--- src/u2u_pkg.sv ---
package u2u_pkg;

   localparam int unsigned UnitWidth   = 16;
   localparam int unsigned ByteWidth   = 8;
   localparam int unsigned CpWidth     = 21;
   localparam int unsigned MaxResults  = 5;
   localparam int unsigned CountWidth  = $clog2(MaxResults + 1);
   localparam int unsigned IndexWidth  = $clog2(MaxResults);

   localparam logic [5:0]  HighSurTag  = 6'b110110;
   localparam logic [5:0]  LowSurTag   = 6'b110111;
   localparam logic [4:0]  SurTag      = 5'b11011;

   localparam logic [CpWidth-1:0] SuppBase = 21'h010000;
   localparam logic [CpWidth-1:0] TwoByteMin = 21'h000080;
   localparam logic [CpWidth-1:0] ThreeByteMin = 21'h000800;
   localparam logic [CpWidth-1:0] FourByteMin = 21'h010000;

   localparam logic [7:0]  LeadOne     = 8'h00;
   localparam logic [7:0]  LeadTwo     = 8'hC0;
   localparam logic [7:0]  LeadThree   = 8'hE0;
   localparam logic [7:0]  LeadFour    = 8'hF0;
   localparam logic [7:0]  ContTag     = 8'h80;

   localparam logic        StatusOk    = 1'b0;
   localparam logic        StatusBad   = 1'b1;

   typedef struct packed {
      logic [ByteWidth-1:0] out_byte;
      logic                 is_status;
      logic                 status;
   } entry_type;

   typedef struct packed {
      logic [3:0][ByteWidth-1:0] bytes;
      logic [2:0]                len;
   } utf8_type;

   function automatic utf8_type encode(input logic [CpWidth-1:0] cp);
      utf8_type r;
      r.bytes = '0;
      if (cp < TwoByteMin) begin
         r.bytes[0] = LeadOne | {1'b0, cp[6:0]};
         r.len = 3'd1;
      end else if (cp < ThreeByteMin) begin
         r.bytes[0] = LeadTwo | {3'b000, cp[10:6]};
         r.bytes[1] = ContTag | {2'b00, cp[5:0]};
         r.len = 3'd2;
      end else if (cp < FourByteMin) begin
         r.bytes[0] = LeadThree | {4'b0000, cp[15:12]};
         r.bytes[1] = ContTag | {2'b00, cp[11:6]};
         r.bytes[2] = ContTag | {2'b00, cp[5:0]};
         r.len = 3'd3;
      end else begin
         r.bytes[0] = LeadFour | {5'b00000, cp[20:18]};
         r.bytes[1] = ContTag | {2'b00, cp[17:12]};
         r.bytes[2] = ContTag | {2'b00, cp[11:6]};
         r.bytes[3] = ContTag | {2'b00, cp[5:0]};
         r.len = 3'd4;
      end
      return r;
   endfunction

endpackage

--- src/u2u_req_if.sv ---
interface u2u_req_if;
   logic        valid;
   logic        ready;
   logic [15:0] code_unit;
   logic        last_unit;

   modport source (output valid, output code_unit, output last_unit, input ready);
   modport sink   (input valid, input code_unit, input last_unit, output ready);
endinterface

--- src/u2u_rsp_if.sv ---
interface u2u_rsp_if;
   logic       valid;
   logic       ready;
   logic [7:0] out_byte;
   logic       is_status;
   logic       status;
   logic       run_last;

   modport source (output valid, output out_byte, output is_status, output status,
                   output run_last, input ready);
   modport sink   (input valid, input out_byte, input is_status, input status,
                   input run_last, output ready);
endinterface

--- src/utf16_to_utf8_transcoder.sv ---
// Channel   | Direction | Content
// req_chan  | in        | code_unit[15:0], last_unit
// rsp_chan  | out       | out_byte[7:0], is_status, status, run_last
// csr_*     | in        | byte_swap write, one bit
//
// A unit is registered on transfer, then decoded combinationally into a burst of
// up to five results, which leave one per cycle while rsp_chan is ready; a unit
// gives at most four bytes and a status, a plain ASCII unit one byte.
// The next unit enters while the final result of the burst transfers.
// Synchronous active-high reset clears the surrogate and drop state and byte_swap.
// A stall on rsp_chan holds the current result and backs up into req_chan.
module utf16_to_utf8_transcoder (
   input  logic         clock,
   input  logic         reset,
   u2u_req_if.sink      req_chan,
   u2u_rsp_if.source    rsp_chan,
   input  logic         csr_write_en,
   input  logic         csr_write_data
);

   logic                                   swap_ff;
   logic                                   in_valid_ff;
   logic [u2u_pkg::UnitWidth-1:0]          in_unit_ff;
   logic                                   in_last_ff;

   logic [9:0]                             held_ff, held_in;
   logic                                   pending_ff, pending_in;
   logic                                   drop_ff, drop_in;

   u2u_pkg::entry_type [u2u_pkg::MaxResults-1:0] burst_ff, burst_in;
   logic [u2u_pkg::CountWidth-1:0]         count_ff, count_in;
   logic [u2u_pkg::IndexWidth-1:0]         idx_ff;
   logic                                   burst_valid_ff;

   logic                                   on_last;
   logic                                   burst_free;
   logic                                   move;
   logic                                   in_take;

   logic [u2u_pkg::UnitWidth-1:0]          u;
   logic                                   is_sur, is_high, is_low, ends;
   logic                                   do_emit, do_fail, fail_ends, add_status;
   logic [u2u_pkg::CpWidth-1:0]            cp;
   u2u_pkg::utf8_type                      enc;

   assign on_last    = (idx_ff == u2u_pkg::IndexWidth'(count_ff - 1'b1));
   assign burst_free = !burst_valid_ff || (on_last && rsp_chan.ready);
   assign move       = in_valid_ff && burst_free;
   assign req_chan.ready = !in_valid_ff || move;
   assign in_take    = req_chan.valid && req_chan.ready;

   assign rsp_chan.valid     = burst_valid_ff;
   assign rsp_chan.out_byte  = burst_ff[idx_ff].out_byte;
   assign rsp_chan.is_status = burst_ff[idx_ff].is_status;
   assign rsp_chan.status    = burst_ff[idx_ff].status;
   assign rsp_chan.run_last  = on_last;

   always_comb begin
      u = swap_ff ? {in_unit_ff[7:0], in_unit_ff[15:8]} : in_unit_ff;
      is_sur  = (u[15:11] == u2u_pkg::SurTag);
      is_high = (u[15:10] == u2u_pkg::HighSurTag);
      is_low  = (u[15:10] == u2u_pkg::LowSurTag);
      ends    = in_last_ff || (u == '0);

      held_in    = held_ff;
      pending_in = pending_ff;
      drop_in    = drop_ff;
      do_emit    = 1'b0;
      do_fail    = 1'b0;
      fail_ends  = 1'b0;
      add_status = 1'b0;
      cp         = {5'b00000, u};

      if (drop_ff) begin
         if (ends) begin
            drop_in = 1'b0;
         end
      end else if (pending_ff) begin
         if (!is_low) begin
            do_fail   = 1'b1;
            fail_ends = ends;
         end else begin
            cp         = u2u_pkg::SuppBase + {1'b0, held_ff, u[9:0]};
            pending_in = 1'b0;
            held_in    = '0;
            do_emit    = 1'b1;
            add_status = in_last_ff;
         end
      end else if (is_high) begin
         if (in_last_ff) begin
            do_fail   = 1'b1;
            fail_ends = 1'b1;
         end else begin
            pending_in = 1'b1;
            held_in    = u[9:0];
         end
      end else if (is_sur) begin
         do_fail   = 1'b1;
         fail_ends = ends;
      end else if (u == '0) begin
         add_status = 1'b1;
      end else begin
         do_emit    = 1'b1;
         add_status = in_last_ff;
      end

      if (do_fail) begin
         pending_in = 1'b0;
         held_in    = '0;
         drop_in    = !fail_ends;
      end

      enc = u2u_pkg::encode(cp);

      for (int i = 0; i < u2u_pkg::MaxResults; i++) begin
         burst_in[i] = '0;
      end
      count_in = '0;
      if (do_fail) begin
         burst_in[0].is_status = 1'b1;
         burst_in[0].status    = u2u_pkg::StatusBad;
         count_in = u2u_pkg::CountWidth'(1);
      end else begin
         if (do_emit) begin
            for (int i = 0; i < 4; i++) begin
               if (3'(i) < enc.len) begin
                  burst_in[i].out_byte = enc.bytes[i];
               end
            end
            count_in = u2u_pkg::CountWidth'(enc.len);
         end
         if (add_status) begin
            for (int i = 0; i < u2u_pkg::MaxResults; i++) begin
               if (u2u_pkg::CountWidth'(i) == count_in) begin
                  burst_in[i].is_status = 1'b1;
                  burst_in[i].status    = u2u_pkg::StatusOk;
               end
            end
            count_in = count_in + 1'b1;
         end
      end
   end

   always_ff @(posedge clock) begin
      if (reset) begin
         swap_ff        <= 1'b0;
         in_valid_ff    <= 1'b0;
         held_ff        <= '0;
         pending_ff     <= 1'b0;
         drop_ff        <= 1'b0;
         burst_valid_ff <= 1'b0;
         idx_ff         <= '0;
         count_ff       <= '0;
      end else begin
         if (csr_write_en) begin
            swap_ff <= csr_write_data;
         end
         if (in_take) begin
            in_valid_ff <= 1'b1;
         end else if (move) begin
            in_valid_ff <= 1'b0;
         end
         if (move) begin
            held_ff        <= held_in;
            pending_ff     <= pending_in;
            drop_ff        <= drop_in;
            burst_valid_ff <= (count_in != '0);
            count_ff       <= count_in;
            idx_ff         <= '0;
         end else if (burst_valid_ff && rsp_chan.ready) begin
            if (on_last) begin
               burst_valid_ff <= 1'b0;
            end else begin
               idx_ff <= idx_ff + 1'b1;
            end
         end
      end
   end

   always_ff @(posedge clock) begin
      if (in_take) begin
         in_unit_ff <= req_chan.code_unit;
         in_last_ff <= req_chan.last_unit;
      end
      if (move) begin
         burst_ff <= burst_in;
      end
   end

endmodule
--- src/flat_wrapper.sv ---
// flat-port wrapper written by rule: the top's interface ports become plain ports
module utf16_to_utf8_transcoder_flat 
  (clock, reset, csr_write_en, csr_write_data, req_chan_valid, req_chan_code_unit, req_chan_last_unit, req_chan_ready, rsp_chan_valid, rsp_chan_out_byte, rsp_chan_is_status, rsp_chan_status, rsp_chan_run_last, rsp_chan_ready);
  u2u_req_if req_chan_i ();
  u2u_rsp_if rsp_chan_i ();
  input  logic clock;
  input  logic reset;
  input  logic csr_write_en;
  input  logic csr_write_data;
  input wire logic [$bits(req_chan_i.valid)-1:0] req_chan_valid;
  input wire logic [$bits(req_chan_i.code_unit)-1:0] req_chan_code_unit;
  input wire logic [$bits(req_chan_i.last_unit)-1:0] req_chan_last_unit;
  output wire logic [$bits(req_chan_i.ready)-1:0] req_chan_ready;
  output wire logic [$bits(rsp_chan_i.valid)-1:0] rsp_chan_valid;
  output wire logic [$bits(rsp_chan_i.out_byte)-1:0] rsp_chan_out_byte;
  output wire logic [$bits(rsp_chan_i.is_status)-1:0] rsp_chan_is_status;
  output wire logic [$bits(rsp_chan_i.status)-1:0] rsp_chan_status;
  output wire logic [$bits(rsp_chan_i.run_last)-1:0] rsp_chan_run_last;
  input wire logic [$bits(rsp_chan_i.ready)-1:0] rsp_chan_ready;
  assign req_chan_i.valid = req_chan_valid;
  assign req_chan_i.code_unit = req_chan_code_unit;
  assign req_chan_i.last_unit = req_chan_last_unit;
  assign req_chan_ready = req_chan_i.ready;
  assign rsp_chan_valid = rsp_chan_i.valid;
  assign rsp_chan_out_byte = rsp_chan_i.out_byte;
  assign rsp_chan_is_status = rsp_chan_i.is_status;
  assign rsp_chan_status = rsp_chan_i.status;
  assign rsp_chan_run_last = rsp_chan_i.run_last;
  assign rsp_chan_i.ready = rsp_chan_ready;
  utf16_to_utf8_transcoder u_core (.clock(clock), .reset(reset), .req_chan(req_chan_i), .rsp_chan(rsp_chan_i), .csr_write_en(csr_write_en), .csr_write_data(csr_write_data));
endmodule
--- config.mk ---
export PLATFORM = sky130hd
export DESIGN_NAME = utf16_to_utf8_transcoder_flat
export DESIGN_NICKNAME = d
export VERILOG_FILES = /design/src/u2u_pkg.sv /design/src/u2u_req_if.sv /design/src/u2u_rsp_if.sv /design/src/utf16_to_utf8_transcoder.sv /design/src/flat_wrapper.sv
export SDC_FILE = /design/constraint.sdc
export NUM_CORES = 1
export LEC_CHECK = 0
export ABC_AREA = 0
export BUFFER_PORTS_ARGS = -buffer_cell sky130_fd_sc_hd__buf_2
export CAP_MARGIN = 20
export CORE_MARGIN = 8
export CORE_UTILIZATION = 40
export CTS_CLUSTER_SIZE = 10
export DETAILED_ROUTE_END_ITERATION = 10
export GPL_TIMING_DRIVEN = 0
export PLACE_DENSITY = 0.69
export SKIP_CTS_REPAIR_TIMING = 1
export SLEW_MARGIN = 15
export SYNTH_ARGS = -nofsm -noshare
export SYNTH_HDL_FRONTEND = slang
export SYNTH_SLANG_ARGS = --single-unit
--- constraint.sdc ---
create_clock -name clock -period 3.2 [get_ports clock]
set_input_delay 0.32 -clock clock [delete_from_list [all_inputs] [get_ports clock]]
set_output_delay 0.32 -clock clock [all_outputs]
set_load 0.01 [all_outputs]
==> impl_metrics.toml, run 1 <==
[timing]
setup_tns_ps = -2.90
drv_slew = 0
relSlewSlack_pct = 53.7
rsz0062_at_grt = "true"
setup-violations-final = 1
finClkSkew_ps = 9.74
finalCritPeriodShare_pct = 100
worst_pin_slew_ps = 695
fin_ws_ps = -2.90
post-route-min-period_ps = 3200
finalHoldViolCount = 0
fmax_mhz = 312

[power]
max-vdd-ir-drop_uv = 220
p_per_area_mw_per_mm2 = 408
total_power_uw = 2090
cellLeakagePower_uw = 0.00191

[synthesis]
netlist_area_mm2 = 0.00416
synth-edff-count = 52
synth_area_leader_cell = "edfxtp_1"
syn_nets = 403
yosys.cell_types.count = 79
yosysTopAreaCellShare_pct = 37.6
ys.warnings.count = 0
syn_inst = 372
seq_area_frac_synth_pct = 47.7
synth.ff_latch_count = 73
ys_async_sr_fraction_pct = 0
avgSynthCellArea_um2 = 11.2
synth-main-ff-cell = "edfxtp_1"
ys_top_cells_by_area = "edfxtp_1 38%, dfxtp_1 10%, mux4_2 3.8%"

[global_routing]
grt_pass1_vias = 3013
antenna_found_initial = 0
grt_max_degree = 26
grt_pass1_wl_um = 15000
globalRouteOverflowTotal = 0
grt_usage_pct = 13.2

[drt]
antenna_left = 0
drc_errors = 0
drt_iter0_markers = 181
wl_per_cell_um = 16.7
wirelength_um = 9880
viasPerCell = 5.53
firstDrtPassIters = 6
via_count = 3262

[finish]
drive_gt1_share_pct = 32.6
mostFrequentLayoutCell = "edfxtp_1"
mostFrequentLayoutCells = "52 x edfxtp_1, 37 x buf_2, 35 x nor2_1"
fin_util_pct = 50.0
nFillCells = 924
multi_input_area_mm2 = 0.00222
nets = 481
areaGrowthSynthToFinish_pct = 23.0
seqCellArea_mm2 = 0.00198
diodes = 0
final_cells = 590

[worst_setup_path]
cp-start-kind = "flop"
crit_required_ps = 3480
worstSetupEndpointType = "flop"
critPathKind = "flop to flop"
critPathMaxFanout = 7
arrival_ps = 3480

[min_path]
min_path_type = "primary input to flop"

[placed_design]
globalplace.congestion = 0.926
port_buffers = 35
hpwl_um = 7060
placedCellCount = 544
dp_slack_ps = -623

[floorplanning]
start_util_pct = 40.6
die-area_mm2 = 0.0139
die_h_um = 118
dieWidth_um = 118
rows = 37
core_area_mm2 = 0.0102
io_pins = 36

[cts]
htree_levels = 3
path_clk_slew_ps = 80
cts_tree = "built"
clock_sinks = 73
root_buffer = "clkbuf_8"
clock_latency_ps = 350
cts_buffers = 9
cts_buffer_depth = 2

[flow_run]
cap_viol_max_count = 0

[outcome]
violations = "negative setup slack"
status = "finished, violations left"
==> per-layer routing <==
layer	up-vias	GRT usage [%]	part of all wire (%)
met5	-	0	0
met4	0	4.72	1.2
met3	13	3.12	5.5
met2	114	21.3	48
met1	1551	17.0	45
li1	1584	-	-
==> where the power goes <==
| group | internal, µW | leakage, µW | switching [µW] |
|---|---|---|---|
| clock | 296 | 0.0000822 | 321 |
| sequential | 1070 | 0.000658 | 31.9 |
| combinational | 169 | 0.00117 | 196 |
| total | 1540 | 0.00191 | 549 |
==> cells by family after synthesis <==
group | synth area share, %
simple gates | 18.4
fa+ha+maj | 2.41
flops | 47.7
compound gates | 17.0
xor+xnor | 2.23
buf+inv | 2.68
mux | 9.60
==> synth_stat cells, types with 8 or more instances <==
library cell / count
and2_1: 9
inv_1: 9
clkbuf_1: 8
ha_1: 8
mux2i_1: 14
nor3_1: 9
a211oi_1: 12
nor2b_1: 8
o21ai_0: 22
edfxtp_1: 52
nand2_1: 30
a21oi_1: 14
nor2_1: 39
dfxtp_1: 21
==> worst paths after layout <==
path                                           start                    end  slack (ps)  cells after the start
worst max-delay path            u_core.in_unit_ff[5]  u_core.rsp_chan.valid          -3                     13
worst min-delay path              req_chan_last_unit      u_core.in_last_ff         140                      1
worst max register to register  u_core.in_unit_ff[5]  u_core.rsp_chan.valid          -3                     13
worst min register to register     u_core.held_ff[1]      u_core.held_ff[1]         490                      2
==> sequential cells by signal (all words and copies together), names as in the netlist <==
name and cells:
u_core.rsp_chan.valid 1, u_core.drop_ff 1, u_core.in_last_ff 1, u_core.pending_ff 1, u_core.in_valid_ff 1, u_core.held_ff 10, u_core.burst_ff 35, u_core.in_unit_ff 16
u_core.idx_ff 3, u_core.count_ff 3, u_core.swap_ff 1
==> area by class of cell <==
type / instances / area share (%)
Buffer: 12 / 1.27
Clock buffer: 12 / 2.84
Clock inverter: 3 / 0.343
Inverter: 12 / 1.00
Multi-Input combinational cell: 274 / 43.4
Sequential cell: 73 / 38.8
Tap cell: 136 / 3.33
Timing Repair Buffer: 68 / 8.98
==> stage by stage <==
stage	cell area (µm²)	hold WS, ps
floorplan	4160	419
global placement	4500	462
detailed placement	4530	485
CTS	4690	141
global route	5110	139
finish	5110	143
==> critical path, stage by stage (launching register included) <==
cell and delay [ps]:
edfxtp_1 460, and4b_4 410, o22ai_4 120, o41ai_4 430, buf_4 210, nor3_2 50
or2_4 280, buf_4 140, ha_1 330, nand2_4 110, nor4_4 40, a221oi_2 280
o21bai_1 90, o211ai_1 190
Note: power is estimated with default switching activity, not from simulation.
==> run 2: changes to the inputs <==
--- a/config.mk
+++ b/config.mk
@@ -9,11 +9,11 @@
 export BUFFER_PORTS_ARGS = -buffer_cell sky130_fd_sc_hd__buf_2
 export CAP_MARGIN = 20
 export CORE_MARGIN = 8
-export CORE_UTILIZATION = 40
+export CORE_UTILIZATION = 46
 export CTS_CLUSTER_SIZE = 10
 export DETAILED_ROUTE_END_ITERATION = 10
 export GPL_TIMING_DRIVEN = 0
-export PLACE_DENSITY = 0.69
+export PLACE_DENSITY = 0.66
 export SKIP_CTS_REPAIR_TIMING = 1
 export SLEW_MARGIN = 15
 export SYNTH_ARGS = -nofsm -noshare
==> run 2 against run 1 <==
The flow now finishes without violations. Power rose by 4.2%. Register-to-register slack is essentially flat. Sequential cell count did not move. Via count shrank 0.25%. Count of clock-buffer cells in the layout is 1 lower. Die area decreased by 11%. Hold slack better by 6.9 ps. Global-route usage up 2.4 points. Clock skew down 1.3 ps.
==> impl_metrics.toml, run 2 (synthesis results as in run 1) <==
[worst_setup_path]
critPathMostFrequentCell = "ha_4"
crit_required_ps = 3470
max_stage_delay_ps = 500
path_cells = "mux2_4 > or4_4 > nor4_4 > a2bb2oi_4 > or2_4 > inv_4 > ha_4 > ha_4 > nand2_4 > nor2_2 > a221oi_2 > o21bai_1 > o211ai_1"
critPathMaxFanout = 3
critPathSlowestCell = "or4_4"
critPathKind = "flop to flop"
worstSetupEndpointType = "flop"
cp-start-kind = "flop"
arrival_ps = 3460

[finish]
fin_util_pct = 58.2
largest_reg_flops = 35
diodes = 0
drive_gt1_share_pct = 33.1
areaGrowthSynthToFinish_pct = 22.7
final_cells = 561
mostFrequentLayoutCell = "edfxtp_1"
nets = 479
regMostFlops = "u_core.burst_ff"
reg.largest.list = "u_core.burst_ff x35, u_core.in_unit_ff x16, u_core.held_ff x10"
mostFrequentLayoutCells = "52 x edfxtp_1, 37 x buf_2, 35 x nor2_1"

[cts]
htree_levels = 3
path_clk_slew_ps = 80
clock_latency_ps = 340
clock_sinks = 73
cts_tree = "built"
cts_buffers = 9
root_buffer = "clkbuf_8"
cts_buffer_depth = 2

[timing]
post-route-min-period_ps = 3190
fmax_mhz = 313
drv_slew = 0
finalCritPeriodShare_pct = 99.7
relSlewSlack_pct = 52.9
finalHoldViolCount = 0
worst_pin_slew_ps = 698
setup-violations-final = 0
rsz0062_at_grt = "true"
whs_ps = 150
fin_ws_ps = 8.18
finClkSkew_ps = 8.44

[outcome]
status = "finished clean"

[placed_design]
placedCellCount = 516
hpwl_um = 7300
port_buffers = 35
globalplace.congestion = 0.915
dp_slack_ps = -681

[min_path]
min_path_type = "primary input to flop"

[floorplanning]
die_h_um = 111
dieWidth_um = 111
rows = 34
core_area_mm2 = 0.00876
io_pins = 36
die-area_mm2 = 0.0123
start_util_pct = 47.4

[power]
cellLeakagePower_uw = 0.00189
p_per_area_mw_per_mm2 = 426
max-vdd-ir-drop_uv = 259
total_power_uw = 2170

[drt]
wirelength_um = 10100
wl_per_cell_um = 17.9
drt_iter0_markers = 215
via_count = 3254
viasPerCell = 5.80
drc_errors = 0
firstDrtPassIters = 5
antenna_left = 0

[global_routing]
grt_pass1_vias = 3157
grt_usage_pct = 15.7
antenna_found_initial = 0
grt_pass1_wl_um = 16100
globalRouteOverflowTotal = 0
grt_max_degree = 31

[flow_run]
cap_viol_max_count = 0
run 2: metrics by stage:
step	instance area [µm²]	setup TNS, ps
after global routing	5100	-79.7
after detailed placement	4490	-1440
final	5100	0
after global placement	4470	-18530
after floorplan	4160	0
after CTS	4680	-1430
run 2: cell type report:
class | instances | area, µm²
Buffer | 12 | 72.6
Clock inverter | 5 | 53.8
Sequential cell | 73 | 1990
Clock buffer | 11 | 141
Inverter | 12 | 51.3
Tap cell | 108 | 135
Multi-Input combinational cell | 274 | 2240
Fill cell | 749 | 3660
Timing Repair Buffer | 66 | 424
run 2: report_power, final:
group / switching [µW] / internal, µW
clock: 332 / 380
sequential: 30.7 / 1070
combinational: 196 / 164
run 2: critical path, delay by kind of cell (launching register included):
family	cells	cell delay [ps]
mux	1	310
simple gates	5	1210
flops	1	410
fa+ha+maj	2	400
compound gates	4	740
buf+inv	1	40
run 2: worst paths after layout:
kind	start	cells after the start	to	slack (ps)
max	u_core.in_unit_ff[11]	13	u_core.rsp_chan.valid	8
min reg2reg	u_core.held_ff[1]	2	u_core.held_ff[1]	480
max reg2reg	u_core.in_unit_ff[11]	13	u_core.rsp_chan.valid	8
min	req_chan_last_unit	1	u_core.in_last_ff	150
run 2: routing by layer:
metal | vias up | track usage (%) | wire length (µm)
met1 | 1551 | 19.5 | 4450
li1 | 1574 | - | -
met5 | - | 0 | 0
met3 | 15 | 3.25 | 479
met4 | 0 | 4.53 | 131
met2 | 114 | 26.7 | 5000
==> run 3: changes to the inputs <==
--- a/config.mk
+++ b/config.mk
@@ -13,7 +13,7 @@
 export CTS_CLUSTER_SIZE = 10
 export DETAILED_ROUTE_END_ITERATION = 10
 export GPL_TIMING_DRIVEN = 0
-export PLACE_DENSITY = 0.66
+export PLACE_DENSITY = 0.63
 export SKIP_CTS_REPAIR_TIMING = 1
 export SLEW_MARGIN = 15
 export SYNTH_ARGS = -nofsm -noshare
==> constraint.sdc (replaced) <==
create_clock -name clock -period 3.1 [get_ports clock]
set_input_delay 0.31 -clock clock [delete_from_list [all_inputs] [get_ports clock]]
set_output_delay 0.31 -clock clock [all_outputs]
set_load 0.01 [all_outputs]
==> run 3 against run 2 <==
The run now ends with negative setup slack left. Highest routed layer unchanged. Final cell count down 1.6%. Sequential cell count unchanged. Largest power group unchanged. First-iteration DRC count down 36%. Critical path depth up 1. Final area down 0.76%. Hold slack worse by 13 ps. Core utilization down 0.44 points. Count of clock-buffer cells in the layout unchanged. Register-to-register slack worse by 120 ps. Combinational power about the same. Die area unchanged. Routed wire length up 0.33%.
==> impl_metrics.toml, run 3 (synthesis results as in run 1) <==
[outcome]
status = "finished, violations left"
violations = "negative setup slack"

[drt]
via_count = 3201
antenna_left = 0
firstDrtPassIters = 5
wl_per_cell_um = 18.3
viasPerCell = 5.80
drt_iter0_markers = 138
wirelength_um = 10100
drc_errors = 0

[floorplanning]
core_area_mm2 = 0.00876
io_pins = 36
start_util_pct = 47.4
rows = 34
dieWidth_um = 111
die-area_mm2 = 0.0123
die_h_um = 111

[finish]
largest_reg_flops = 35
reg.largest.list = "u_core.burst_ff x35, u_core.in_unit_ff x16, u_core.held_ff x10"
nets = 470
drive_gt1_share_pct = 31.5
seqCellArea_mm2 = 0.00198
final_cells = 552
fin_util_pct = 57.8
areaGrowthSynthToFinish_pct = 21.8
finalInstanceArea_mm2 = 0.00506
mostFrequentLayoutCells = "52 x edfxtp_1, 37 x buf_2, 35 x nor2_1"
mostFrequentLayoutCell = "edfxtp_1"
multi_input_area_mm2 = 0.00223
regMostFlops = "u_core.burst_ff"
diodes = 0
nFillCells = 774

[timing]
fmax_mhz = 311
post-route-min-period_ps = 3210
fin_ws_ps = -111
relSlewSlack_pct = 52.4
rsz0062_at_grt = "true"
drv_slew = 0
setup_tns_ps = -111
finalHoldViolCount = 0
finalCritPeriodShare_pct = 104
setup-violations-final = 1
worst_pin_slew_ps = 714
finClkSkew_ps = 9.02

[worst_setup_path]
path_cells = "mux2_4 > or4_4 > nor4_4 > buf_4 > a2bb2oi_4 > or2_4 > inv_4 > ha_4 > ha_4 > nand2_4 > nor2_4 > a221oi_2 > o21bai_1 > o211ai_1"
max_stage_delay_ps = 510
critPathSlowestCell = "or4_4"
crit_required_ps = 3370
r2r_end = "u_core.rsp_chan.valid"
arrival_ps = 3480
r2r_slack_ps = -110
r2r_start = "u_core.in_unit_ff[3]"
cp-start-kind = "flop"
ff2ff_path_depth = 14
critPathMostFrequentCell = "ha_4"
worstSetupEndpointType = "flop"
critPathMaxFanout = 5
critPathKind = "flop to flop"

[placed_design]
hpwl_um = 7240
placed_area_mm2 = 0.00449
dp_slack_ps = -765
globalplace.congestion = 0.905
port_buffers = 35
placedCellCount = 516

[global_routing]
grt_max_degree = 31
grt_pass1_wl_um = 16000
grt_pass1_vias = 3138
globalRouteOverflowTotal = 0
antenna_found_initial = 0
grt_usage_pct = 15.8

[cts]
cts_buffer_depth = 2
cts_tree = "built"
cts_buffers = 9
htree_levels = 3
root_buffer = "clkbuf_8"
clock_sinks = 73
clock_latency_ps = 340
path_clk_slew_ps = 80

[power]
max-vdd-ir-drop_uv = 292
cellLeakagePower_uw = 0.00186
p_per_area_mw_per_mm2 = 475

[min_path]
min_path_type = "primary input to flop"
holdPathStages = 1
min_from = "req_chan_last_unit"
min_to = "u_core.in_last_ff"

[flow_run]
cap_viol_max_count = 0
run 3: cell types whose count changed in the layout (fill, tap and decap cells not counted), moves of 2 or more:
| cell | before | now |
|---|---|---|
| buf_4 | 29 | 20 |
| buf_6 | 1 | 3 |
| buf_8 | 2 | 0 |
| bufinv_16 | 1 | 3 |
| clkinv_2 | 3 | 1 |
run 3: layer usage:
| layer | up-vias | wire, µm | GRT usage, % | part of all wire [%] |
|---|---|---|---|---|
| met5 | - | 0 | 0 | 0 |
| li1 | 1561 | - | - | - |
| met4 | 0 | 125 | 6.04 | 1.2 |
| met3 | 15 | 419 | 3.25 | 4.2 |
| met2 | 82 | 5060 | 26.3 | 50 |
| met1 | 1543 | 4480 | 19.4 | 44 |
run 3: cell type report:
class / count / share of cell area (%)
clock buffer: 11 / 2.79
buffer: 12 / 1.26
timing repair buffer: 57 / 7.04
tap: 108 / 2.67
sequential: 73 / 39.2
multi-input combinational: 274 / 44.0
inverter: 12 / 1.01
clock inverter: 5 / 2.03
run 3: metrics by stage:
stage / total power, µW / hold WS (ps)
2_1_floorplan: 1370 / 409
3_3_place_gp: 1460 / 453
3_5_place_dp: 1480 / 462
4_1_cts: 2370 / 126
5_1_grt: 2500 / 123
6_report: 2410 / 137
run 3: worst max path at each step:
stage	startpoint	end	cells past startpoint
2_1_floorplan	u_core.in_unit_ff[15]	u_core.rsp_chan.valid	13
3_3_place_gp	u_core.swap_ff	u_core.rsp_chan.valid	14
3_5_place_dp	u_core.swap_ff	u_core.rsp_chan.valid	14
4_1_cts	u_core.swap_ff	u_core.rsp_chan.valid	14
5_1_grt	u_core.in_unit_ff[3]	u_core.rsp_chan.valid	14
6_report	u_core.in_unit_ff[3]	u_core.rsp_chan.valid	14
run 3: report_power, final:
group	internal, µW	total, µW	switching, µW
Sequential	1110	1140	33.5
Combinational	162	362	200
Clock	556	905	349
run 3: worst max-delay path: cells and delay by family (launching register included):
kind / cells / cell delay (ps)
buffers and inverters: 2 / 230
adders and majority gates: 2 / 380
muxes: 1 / 300
and+or+nand+nor: 5 / 1080
AOI/OAI and AO/OA: 4 / 730
DFF: 1 / 450
